==> config.mk <==
export PLATFORM = sky130hd
export DESIGN_NAME = record_list_table_engine_unit
export DESIGN_NICKNAME = d
export VERILOG_FILES = /design/src/rtl/rlte_pkg.sv /design/src/rtl/record_list_table_engine_unit.sv
export VERILOG_INCLUDE_DIRS = /design/src /design/src/rtl
export SDC_FILE = /design/constraint.sdc
export NUM_CORES = 1
export LEC_CHECK = 0
export BUFFER_PORTS_ARGS = -buffer_cell sky130_fd_sc_hd__buf_2
export CAP_MARGIN = 5
export CORE_MARGIN = 2
export CORE_UTILIZATION = 35
export DETAILED_ROUTE_END_ITERATION = 8
export HOLD_SLACK_MARGIN = 0.02
export PLACE_DENSITY = 0.5
export SLEW_MARGIN = 10
export SYNTH_ARGS = -nofsm -noshare
export SYNTH_HDL_FRONTEND = slang
export SYNTH_SLANG_ARGS = --single-unit
==> constraint.sdc <==
create_clock -name i_clk -period 6.75 [get_ports i_clk]
set_input_delay 1.0125 -clock i_clk [delete_from_list [all_inputs] [get_ports i_clk]]
set_output_delay 1.0125 -clock i_clk [all_outputs]
set_load 0.05 [all_outputs]
==> src/rtl/assert_macros.svh <==
// ----------------------------------------------------------------------------
// assert_macros.svh
// Assertion shorthands used by record_list_table_engine_unit.
// ----------------------------------------------------------------------------
`ifndef ASSERT_MACROS_SVH
`define ASSERT_MACROS_SVH

// expression holds at every clock edge outside reset
`define ASSERT_ALWAYS(label, clk, rst_n, expr, msg) \
    label: assert property (@(posedge clk) disable iff (!rst_n) (expr)) else $error(msg);

// antecedent at one edge implies consequent at the next edge
`define ASSERT_NEXT(label, clk, rst_n, ante, cons, msg) \
    label: assert property (@(posedge clk) disable iff (!rst_n) (ante) |=> (cons)) \
        else $error(msg);

`endif

==> src/rtl/rlte_pkg.sv <==
// ----------------------------------------------------------------------------
// rlte_pkg
// Request and response words, operation and status codes of the record table.
// ----------------------------------------------------------------------------
package rlte_pkg;

    localparam int CAPACITY_DEF     = 16;
    localparam int PAYLOAD_BITS_DEF = 32;

    localparam logic [2:0] REQ_APPEND   = 3'd0;
    localparam logic [2:0] REQ_PREPEND  = 3'd1;
    localparam logic [2:0] REQ_SORTED   = 3'd2;
    localparam logic [2:0] REQ_RM_LAST  = 3'd3;
    localparam logic [2:0] REQ_RM_FIRST = 3'd4;
    localparam logic [2:0] REQ_RM_KEY   = 3'd5;
    localparam logic [2:0] REQ_RD_INDEX = 3'd6;
    localparam logic [2:0] REQ_RD_KEY   = 3'd7;

    localparam logic [1:0] ST_OK    = 2'd0;
    localparam logic [1:0] ST_EMPTY = 2'd1;
    localparam logic [1:0] ST_FULL  = 2'd2;
    localparam logic [1:0] ST_ERROR = 2'd3;

    typedef struct packed {
        logic [2:0]         req_type;
        logic signed [31:0] rec_key;
        logic [31:0]        rec_payload;
        logic [7:0]         position;
    } t_req;

    typedef struct packed {
        logic [1:0]         status;
        logic signed [31:0] out_key;
        logic [31:0]        out_payload;
        logic [4:0]         entry_count;
        logic               is_full;
        logic               is_empty;
    } t_rsp;

endpackage

==> src/rtl/record_list_table_engine_unit.sv <==
// ----------------------------------------------------------------------------
// record_list_table_engine_unit
// Dense ordered table of keyed records with append, prepend, sorted insert,
// removals and lookups, one response word per request word.
// ----------------------------------------------------------------------------
// One request word is taken at a time; o_in_stall is high until its response
// has been loaded into the output register, which may still be waiting while
// the next request is accepted. Searches and shifts step one record per cycle
// through the record memory (one read and one write port), so the time from one
// accepted request to the next is shortest for remove last and early full or
// empty outcomes and longest for a sorted insert landing ahead of held records,
// plus any time the output register spends stalled.
// No clearing pass: only data from positions below the count is ever used.
`include "assert_macros.svh"

module record_list_table_engine_unit #(
    parameter int CAPACITY     = rlte_pkg::CAPACITY_DEF,
    parameter int PAYLOAD_BITS = rlte_pkg::PAYLOAD_BITS_DEF
) (
    input  logic           i_clk,
    input  logic           i_rst_n,
    input  logic           i_in_valid,
    output logic           o_in_stall,
    input  rlte_pkg::t_req i_in_word,
    output logic           o_out_valid,
    input  logic           i_out_stall,
    output rlte_pkg::t_rsp o_out_word
);
    import rlte_pkg::*;

    localparam int CNT_W = $clog2(CAPACITY + 1);
    localparam int IDX_W = (CAPACITY > 1) ? $clog2(CAPACITY) : 1;
    localparam int PW    = (PAYLOAD_BITS < 32) ? PAYLOAD_BITS : 32;
    localparam int CMP_W = (CNT_W > 8) ? CNT_W : 8;

    typedef enum logic [3:0] {
        S_IDLE, S_SCAN, S_UP, S_UP_LAST, S_DN, S_DN_LAST,
        S_WRITE, S_RD, S_RD_WAIT, S_DONE
    } t_state;

    // record memory
    logic signed [31:0] mem_key [CAPACITY];
    logic [PW-1:0]      mem_pay [CAPACITY];
    logic signed [31:0] r_rd_key;
    logic [PW-1:0]      r_rd_pay;

    t_state             r_state;
    logic [2:0]         r_op;
    logic signed [31:0] r_key;
    logic [PW-1:0]      r_pay;
    logic [CNT_W-1:0]   r_count;
    logic [CNT_W-1:0]   r_ptr;
    logic [CNT_W-1:0]   r_at;
    logic               r_rv;
    logic               r_wv;
    logic [IDX_W-1:0]   r_wadr;
    logic [1:0]         r_status;
    logic signed [31:0] r_rkey;
    logic [PW-1:0]      r_rpay;
    logic               r_out_valid;
    t_rsp               r_out;

    logic               in_acc;
    logic [IDX_W-1:0]   rd_adr;
    logic               w_en;
    logic [IDX_W-1:0]   w_adr;
    logic signed [31:0] w_key;
    logic [PW-1:0]      w_pay;
    logic               scan_hit;
    logic [CNT_W-1:0]   scan_at;
    logic [CNT_W-1:0]   sort_at;
    logic               cnt_zero;
    logic               cnt_full;
    logic               shift_wr;

    assign o_in_stall  = (r_state != S_IDLE);
    assign in_acc      = i_in_valid && !o_in_stall;
    assign o_out_valid = r_out_valid;
    assign o_out_word  = r_out;

    assign cnt_zero = (r_count == '0);
    assign cnt_full = (r_count >= CNT_W'(CAPACITY));

    // data read last cycle belongs to position r_ptr - 1
    assign scan_at  = r_ptr - CNT_W'(1);
    assign scan_hit = r_rv && ((r_op == REQ_SORTED) ? (r_rd_key >= r_key)
                                                    : (r_rd_key == r_key));
    assign sort_at  = scan_hit ? scan_at : r_count;

    always_comb begin
        rd_adr = '0;
        unique case (r_state)
            S_SCAN:                 rd_adr = (r_ptr < r_count) ? IDX_W'(r_ptr) : '0;
            S_UP, S_DN:             rd_adr = IDX_W'(r_ptr);
            S_RD:                   rd_adr = IDX_W'(r_at);
            default:                rd_adr = '0;
        endcase
    end

    assign w_en  = r_wv || (r_state == S_WRITE);
    assign w_adr = (r_state == S_WRITE) ? IDX_W'(r_at) : r_wadr;
    assign w_key = (r_state == S_WRITE) ? r_key : r_rd_key;
    assign w_pay = (r_state == S_WRITE) ? r_pay : r_rd_pay;

    assign shift_wr = (r_state == S_UP) || (r_state == S_UP_LAST) || (r_state == S_DN) ||
                      (r_state == S_DN_LAST) || (r_state == S_WRITE);

    always_ff @(posedge i_clk) begin
        if (w_en) begin
            mem_key[w_adr] <= w_key;
            mem_pay[w_adr] <= w_pay;
        end
        r_rd_key <= mem_key[rd_adr];
        r_rd_pay <= mem_pay[rd_adr];
    end

    always_ff @(posedge i_clk) begin
        if (!i_rst_n) begin
            r_state     <= S_IDLE;
            r_count     <= '0;
            r_rv        <= 1'b0;
            r_wv        <= 1'b0;
            r_out_valid <= 1'b0;
        end else begin
            // S_DONE reloads the output register itself
            if (r_out_valid && !i_out_stall && r_state != S_DONE) begin
                r_out_valid <= 1'b0;
            end
            unique case (r_state)
                S_IDLE: begin
                    r_wv <= 1'b0;
                    if (in_acc) begin
                        r_op     <= i_in_word.req_type;
                        r_key    <= i_in_word.rec_key;
                        r_pay    <= i_in_word.rec_payload[PW-1:0];
                        r_rkey   <= '0;
                        r_rpay   <= '0;
                        r_rv     <= 1'b0;
                        unique case (i_in_word.req_type) inside
                            REQ_APPEND, REQ_PREPEND, REQ_SORTED: begin
                                r_status <= cnt_full ? ST_FULL : ST_OK;
                                if (cnt_full) begin
                                    r_state  <= S_DONE;
                                end else if (i_in_word.req_type == REQ_APPEND) begin
                                    r_at    <= r_count;
                                    r_state <= S_WRITE;
                                end else if (i_in_word.req_type == REQ_PREPEND) begin
                                    r_at <= '0;
                                    if (cnt_zero) begin
                                        r_state <= S_WRITE;
                                    end else begin
                                        r_ptr   <= r_count - CNT_W'(1);
                                        r_state <= S_UP;
                                    end
                                end else begin
                                    r_ptr   <= '0;
                                    r_state <= S_SCAN;
                                end
                            end
                            REQ_RM_LAST: begin
                                r_status <= cnt_zero ? ST_EMPTY : ST_OK;
                                if (!cnt_zero) begin
                                    r_count <= r_count - CNT_W'(1);
                                end
                                r_state <= S_DONE;
                            end
                            REQ_RM_FIRST: begin
                                r_status <= cnt_zero ? ST_EMPTY : ST_OK;
                                if (cnt_zero) begin
                                    r_state  <= S_DONE;
                                end else if (r_count == CNT_W'(1)) begin
                                    r_count <= '0;
                                    r_state <= S_DONE;
                                end else begin
                                    r_ptr   <= CNT_W'(1);
                                    r_state <= S_DN;
                                end
                            end
                            REQ_RM_KEY, REQ_RD_KEY: begin
                                r_status <= cnt_zero ? ST_EMPTY : ST_OK;
                                if (cnt_zero) begin
                                    r_state  <= S_DONE;
                                end else begin
                                    r_ptr   <= '0;
                                    r_state <= S_SCAN;
                                end
                            end
                            REQ_RD_INDEX: begin
                                if (CMP_W'(i_in_word.position) >= CMP_W'(r_count)) begin
                                    r_status <= ST_ERROR;
                                    r_state  <= S_DONE;
                                end else begin
                                    r_status <= ST_OK;
                                    r_at     <= CNT_W'(i_in_word.position);
                                    r_state  <= S_RD;
                                end
                            end
                        endcase
                    end
                end
                S_SCAN: begin
                    if (!scan_hit && (r_ptr < r_count)) begin
                        r_ptr <= r_ptr + CNT_W'(1);
                        r_rv  <= 1'b1;
                    end else if (r_op == REQ_SORTED) begin
                        r_at <= sort_at;
                        r_wv <= 1'b0;
                        if (sort_at == r_count) begin
                            r_state <= S_WRITE;
                        end else begin
                            r_ptr   <= r_count - CNT_W'(1);
                            r_state <= S_UP;
                        end
                    end else if (!scan_hit) begin
                        r_status <= ST_ERROR;
                        r_state  <= S_DONE;
                    end else if (r_op == REQ_RD_KEY) begin
                        r_rkey  <= r_rd_key;
                        r_rpay  <= r_rd_pay;
                        r_state <= S_DONE;
                    end else if (scan_at + CNT_W'(1) == r_count) begin
                        // match is the last record: nothing to close up
                        r_count <= r_count - CNT_W'(1);
                        r_state <= S_DONE;
                    end else begin
                        r_wv    <= 1'b0;
                        r_ptr   <= scan_at + CNT_W'(1);
                        r_state <= S_DN;
                    end
                end
                S_UP: begin
                    r_wv   <= 1'b1;
                    r_wadr <= IDX_W'(r_ptr + CNT_W'(1));
                    if (r_ptr == r_at) begin
                        r_state <= S_UP_LAST;
                    end else begin
                        r_ptr <= r_ptr - CNT_W'(1);
                    end
                end
                S_UP_LAST: begin
                    r_wv    <= 1'b0;
                    r_state <= S_WRITE;
                end
                S_DN: begin
                    r_wv   <= 1'b1;
                    r_wadr <= IDX_W'(r_ptr - CNT_W'(1));
                    if (r_ptr == r_count - CNT_W'(1)) begin
                        r_state <= S_DN_LAST;
                    end else begin
                        r_ptr <= r_ptr + CNT_W'(1);
                    end
                end
                S_DN_LAST: begin
                    r_wv    <= 1'b0;
                    r_count <= r_count - CNT_W'(1);
                    r_state <= S_DONE;
                end
                S_WRITE: begin
                    r_count <= r_count + CNT_W'(1);
                    r_state <= S_DONE;
                end
                S_RD: begin
                    r_state <= S_RD_WAIT;
                end
                S_RD_WAIT: begin
                    r_rkey  <= r_rd_key;
                    r_rpay  <= r_rd_pay;
                    r_state <= S_DONE;
                end
                S_DONE: begin
                    if (!r_out_valid || !i_out_stall) begin
                        r_out.status      <= r_status;
                        r_out.out_key     <= r_rkey;
                        r_out.out_payload <= 32'(r_rpay);
                        r_out.entry_count <= 5'(r_count);
                        r_out.is_full     <= (r_count == CNT_W'(CAPACITY));
                        r_out.is_empty    <= (r_count == '0);
                        r_out_valid       <= 1'b1;
                        r_state           <= S_IDLE;
                    end
                end
                default: begin
                    r_state <= S_IDLE;
                end
            endcase
        end
    end

    `ASSERT_ALWAYS(a_count_range, i_clk, i_rst_n, r_count <= CNT_W'(CAPACITY), "count overflow")
    `ASSERT_ALWAYS(a_write_state, i_clk, i_rst_n, !w_en || shift_wr, "stray memory write")
    `ASSERT_ALWAYS(a_idle_no_write, i_clk, i_rst_n, r_state != S_IDLE || !r_wv, "write in idle")
    `ASSERT_NEXT(a_busy_after_accept, i_clk, i_rst_n, in_acc, o_in_stall, "not busy after accept")

endmodule
Yosys cells after proc, flatten, opt, wreduce, memory -nomap -nowiden --
Memories as Yosys holds them, arrays and structs flattened. A register that Yosys moved wholly into a read port is not among the register bits. Cells that the tools add are included.
Storage, ports and cells: register bits 232, bits in writable memories 1024, input bits 79, output and inout bits 75, logic and storage cells 229, memories kept 2
Cells by class: $add $sub $neg 5, order comparisons 4, eq/ne operators 61, muxes and demuxes 99, reductions and logical operators 38
Memories:
- mem_key | depth 16, bits a word 32, read ports 1, clocked after memory_dff 1, write ports 1, RTL line record_list_table_engine_unit.sv:42 | logic signed [31:0] mem_key [CAPACITY];
- mem_pay | depth 16, bits a word 32, read ports 1, clocked after memory_dff 1, write ports 1, RTL line record_list_table_engine_unit.sv:43 | logic [PW-1:0] mem_pay [CAPACITY];
Operator list (number):
- $mux 32 | 11
- $pmux 32 s3 | 2
- $mux 5 | 32
- $mux 4 | 18
- $pmux 5 s4 | 2
- $ne 3x3->1 const B | 12
- $eq 32x32->1 | 1
- $ge 32x32->1 | 1
- $pmux 4 s8 | 1
- $pmux 5 s2 | 3
- $ne 4x4->1 const B | 7
- $ne 2x2->1 const B | 13
- $eq 5x5->1 | 4
- $pmux 4 s5 | 1
- $eq 4x3->1 const B | 4
- $reduce_and 16->1 | 1
- $add 5x1->5 const B | 3
- $eq 3x3->1 const B | 5
- $pmux 5 s3 | 1
- $mux 1 | 14
- $mux 2 | 6
- $pmux 4 s3 | 1
- $reduce_bool 4->1 | 3
- $reduce_and 11->1 | 1
- 37 further kinds | 60

Longest topological paths before layout --
depth after elaboration 9, depth in mapped cells 14, mapped depth without buffers 11

Worst setup path after synthesis --
No wires, ideal clock.
kind register to register, from reg r_key[31], to reg r_rkey[0] (enable), library setup time 493 ps, data arrival time 5144 ps, slack 1112 ps, stages on the path, launching flop included 12, buffers on the path 1, clock period less this slack 5638 ps, cell sequence edfxtp_1 inv_1 ha_1 nand4_1 nor4_2 nand4_1 or3_1 nand4_1 or3_1 buf_2 nor3b_1 nor2b_1
Between the ends: longest elaborated chain between the ends 7
RTL lines:
- from (decl) | RTL line record_list_table_engine_unit.sv:49 | logic signed [31:0] r_key;
- from (signal assigned) | RTL line record_list_table_engine_unit.sv:134 | r_key <= i_in_word.rec_key;
- $ge 32x32->1 or $eq 32x32->1 (tied branches) | RTL line record_list_table_engine_unit.sv:86, record_list_table_engine_unit.sv:87
- $mux 1 (*) | RTL line record_list_table_engine_unit.sv:86 | assign scan_hit = r_rv && ((r_op == REQ_SORTED) ? (r_rd_key >= r_key)
- $logic_and 1x1->1 (*) | RTL line record_list_table_engine_unit.sv:86
- $logic_not 1->1
- $logic_and 1x1->1 | RTL line record_list_table_engine_unit.sv:202 | if (!scan_hit && (r_ptr < r_count)) begin
- $ne 2x2->1 (no line)
- $reduce_and 7->1 (no line) (*)
- to (signal assigned) | RTL line record_list_table_engine_unit.sv:218 | r_rkey <= r_rd_key;
- to (signal assigned) | RTL line record_list_table_engine_unit.sv:266 | r_rkey <= r_rd_key;
- to (decl) | RTL line record_list_table_engine_unit.sv:58 | logic signed [31:0] r_rkey;
Every way passes the cells marked *; elsewhere a longest branch is shown, timed or not. A chain may end at the register's enable or synchronous reset.

Worst setup path in the final report --
from reg r_ptr[0], to reg r_rd_pay[11], read port of mem_pay
Between the ends: longest elaborated chain between the ends 3
RTL lines:
- from (decl) | RTL line record_list_table_engine_unit.sv:52 | logic [CNT_W-1:0] r_ptr;
- from (signal assigned) | RTL line record_list_table_engine_unit.sv:152 | r_ptr <= r_count - CNT_W'(1);
- from (signal assigned) | RTL line record_list_table_engine_unit.sv:203 | r_ptr <= r_ptr + CNT_W'(1);
- from (signal assigned) | RTL line record_list_table_engine_unit.sv:211 | r_ptr <= r_count - CNT_W'(1);
- $lt 5x5->1 | RTL line record_list_table_engine_unit.sv:93 | S_SCAN: rd_adr = (r_ptr < r_count) ? IDX_W'(r_ptr) : '0;
- $mux 4 | RTL line record_list_table_engine_unit.sv:93
- $pmux 4 s3 (*) | RTL line record_list_table_engine_unit.sv:92 | unique case (r_state)
- to (decl) | RTL line record_list_table_engine_unit.sv:45 | logic [PW-1:0] r_rd_pay;
Marked as above.

==> summary.md <==
| Metric | Value |
|---|---|
| F_max | 0.224 GHz |
| Synth Warn # | 0 |
| Area of the die | 0.154 sq mm |
| Final nets | 3,654 |
| Number of enable flip-flop cells after synthesis | 1,244 |
| Most used DFF post-synth | edfxtp_1 |
| First-pass GRT wire length | 196 mm |
| Dpl hpwl | 72.0 mm |
| Routed Antenna Nets | 0 |
| Drt pass-1 iters | 5 |
| Clk sinks | 1,320 |
| CP endpoint kind | flip-flop |
| Worst hold-check path type | flip-flop to flip-flop |
| Top-level I/O count | 154 |
| Drt total wl | 134 mm |
| Total power | 26.7 mW |
| Commonest non-fill, non-tap cell in the layout | edfxtp_1 |
| Die W | 393 um |
| Slew margin rel. | 18.4% |
| Cts repair resizes | 0 |
| Vias/cell | 5.05 |
| Commonest non-fill, non-tap cells in the layout | edfxtp_1 (1,244), nand2_1 (417), mux2i_1 (264) |
| Total CTS buffers | 145 |
| Setup WS pre-CTS | 2.19 ns |
| Final period util | 66.1% |
| Finish-stage setup viols | 0 |
| Filler cells | 13.8k |
| TritonCTS clock tree | done |
| Static Leak | 22.2 nW |
| Status | finished clean |
| Row cnt | 142 |
| Worst Setup Start Kind | flip-flop |
| Placed insts | 5,397 |
| Fin worst setup slack | 2.29 ns |
| Syn nets | 3,456 |
| Root Buffer Master | clkbuf_16 |
| Worst-path clk slew | 0.06 ns |
| Critical path arrival | 5.10 ns |
| Cell Count, Final, Fillers Out | 5,668 |
| Layout area overhead | 15.7% |
| Slew @ Worst Pin | 1.22 ns |
| PD cells | 436 mW/mm^2 |
| Yosys cell types | 75 |
| Setup TNS | 0 ns |
| Largest net degree at the start of global routing | 115 |
| RSZ-0062 raised after global routing | false |
| Critical path type | flip-flop to flip-flop |
| GP Congestion | 0.830 |
| Antenna diodes | 0 |
| Crit path required time | 7.38 ns |
| Die Ht | 393 um |
| Worst-case vdd ir drop | 226 uV |
| Crit Path Max Fanout | 46 |
| Hold-fix buffers, CTS | 0 |
| Seq/Total Area, Yosys | 73.4% |
| Starting DRT DRC Count | 2,294 |
| Mapped Cells | 3,330 |
| Async set-or-reset flop fraction in the synthesized netlist | 0% |
| Clock latency on the worst-skew pair | 0.78 ns |
| Cell Area, Synth | 0.0529 sq mm |
| Pins Over Slew Limit | 0 |
| Max Cap Violations | 0 |
| Buffers on Ports | 153 |
| Grt ovf | 0 |
| CTS Buffer Depth | 3 |
| Core ar. | 0.150 sq mm |
| Share of cells above drive strength 1 | 17.6% |
| Yosys reg bits | 1,320 |
| Wire length per cell | 23.6 um |
| Vias in the first global route | 28.6k |
| DRC | 0 |
| Post-layout minimum cycle time | 4.46 ns |
| Detailed-route via count | 28.6k |
| Initial antenna violation count | 0 |
| Final hold violation count | 0 |
| Worst Skew | 0.0325 ns |
| Post-CTS Setup Bufs | 0 |
| Starting density of the core | 35.3% |
| GRT Total Usage | 17.3% |
| Synth Area per Inst | 15.9 sq um |
| H-tree depth | 4 |
==> synth_stat cells, drive strengths merged, types with 3 or more instances <==
master,count,area [sq um]
edfxtp,1244,37400
nand2,418,1570
mux2i,264,2640
o211ai,260,1950
mux2,256,2880
clkbuf,117,439
dfxtp,76,1520
buf,73,521
nand4,73,457
and2,66,413
o21ai,60,304
inv,54,203
nor2,50,188
a21oi,48,240
ha,47,588
xnor2,26,228
nor3,24,131
a31oi,16,100
nand3,13,65.1
nor4,12,81.3
o22ai,10,62.6
a211oi,9,67.6
a22oi,9,67.6
nor2b,9,56.3
nand2b,8,50.1
nor3b,8,65.1
and3,7,43.8
or3,7,43.8
xor2,6,52.6
nand3b,5,37.5
a21o,4,30.0
o2bb2ai,4,35.0
a221oi,3,26.3
o21a,3,22.5
o221a,3,33.8
o31a,3,27.5
o31ai,3,27.5
==> area by class of cell <==
type	instances	area, sq um	share of cell area [%]
Sequential cell	1320	38900	63.5
Clock buffer	215	4110	6.72
Inverter	56	210	0.343
Timing Repair Buffer	241	1680	2.74
Tap cell	2016	2520	4.12
Multi-Input combinational cell	1764	13100	21.4
Clock inverter	56	701	1.14
==> critical path, stage by stage (launching register included) <==
cell and delay, ns:
edfxtp_1 0.67, clkinv_1 0.48, ha_1 0.33, nor2b_1 0.11
o2111a_1 0.20, o31a_2 0.31, a2bb2oi_4 0.71, buf_4 0.75
mux2_2 0.41, o211ai_1 0.18, nand4_1 0.11
==> layer usage <==
| metal | vias up | GRT usage, % | wire length, um |
|---|---|---|---|
| li1 | 13244 | - | - |
| met1 | 14622 | 24.6 | 63400 |
| met2 | 606 | 27.2 | 61900 |
| met3 | 177 | 3.01 | 5910 |
| met4 | 0 | 4.81 | 2700 |
| met5 | - | 0 | 0 |
==> power breakdown <==
part / switching [mW] / internal, mW / total (mW)
Sequential: 0.476 / 10.8 / 11.3
Combinational: 4.89 / 2.49 / 7.38
Clock: 3.24 / 4.74 / 7.98
Total: 8.60 / 18.1 / 26.7
==> sequential cells by signal, summed over array words and instances (netlist names), 32 cells and up <==
register and flops:
mem_key 512, mem_pay 512, o_out_word 73, r_key 32
r_pay 32, r_rd_key 32, r_rd_pay 32, r_rkey 32
r_rpay 32
==> per-stage QoR <==
step / hold WS (ns) / utilization [%] / instance area, sq um
after floorplan: 0.400 / - / 52900
after global placement: 0.402 / 37.6 / 56400
after detailed placement: 0.405 / 37.6 / 56400
after CTS: 0.348 / 40.8 / 61200
after global routing: 0.359 / 40.8 / 61200
final: 0.409 / 40.8 / 61200
==> path summary, 6_finish.rpt <==
path,slack (ns),cells after the start,startpoint,to
hold / removal,0.41,0,r_rpay[7]$_SDFFCE_PN0P_,o_out_word[14]$_DFFE_PP_
setup reg to reg,2.29,10,r_ptr[0]$_DFFE_PP_,r_rd_pay[11]$_DFF_P_
hold reg to reg,0.41,0,r_rpay[7]$_SDFFCE_PN0P_,o_out_word[14]$_DFFE_PP_
setup / recovery,2.29,10,r_ptr[0]$_DFFE_PP_,r_rd_pay[11]$_DFF_P_
==> kinds of logic (layout without fill, tap and decap cells) <==
family          count (synthesis)  count (layout)  synth area share [%]
buf+inv                       246             568                  2.21
mux                           520             520                  10.4
fa+ha+maj                      47              47                  1.11
simple gates                  707             707                  6.18
compound gates                458             458                  6.10
flops                        1320            1320                  73.4
xor+xnor                       32              32                 0.529
(Power assumes the default switching activity.)
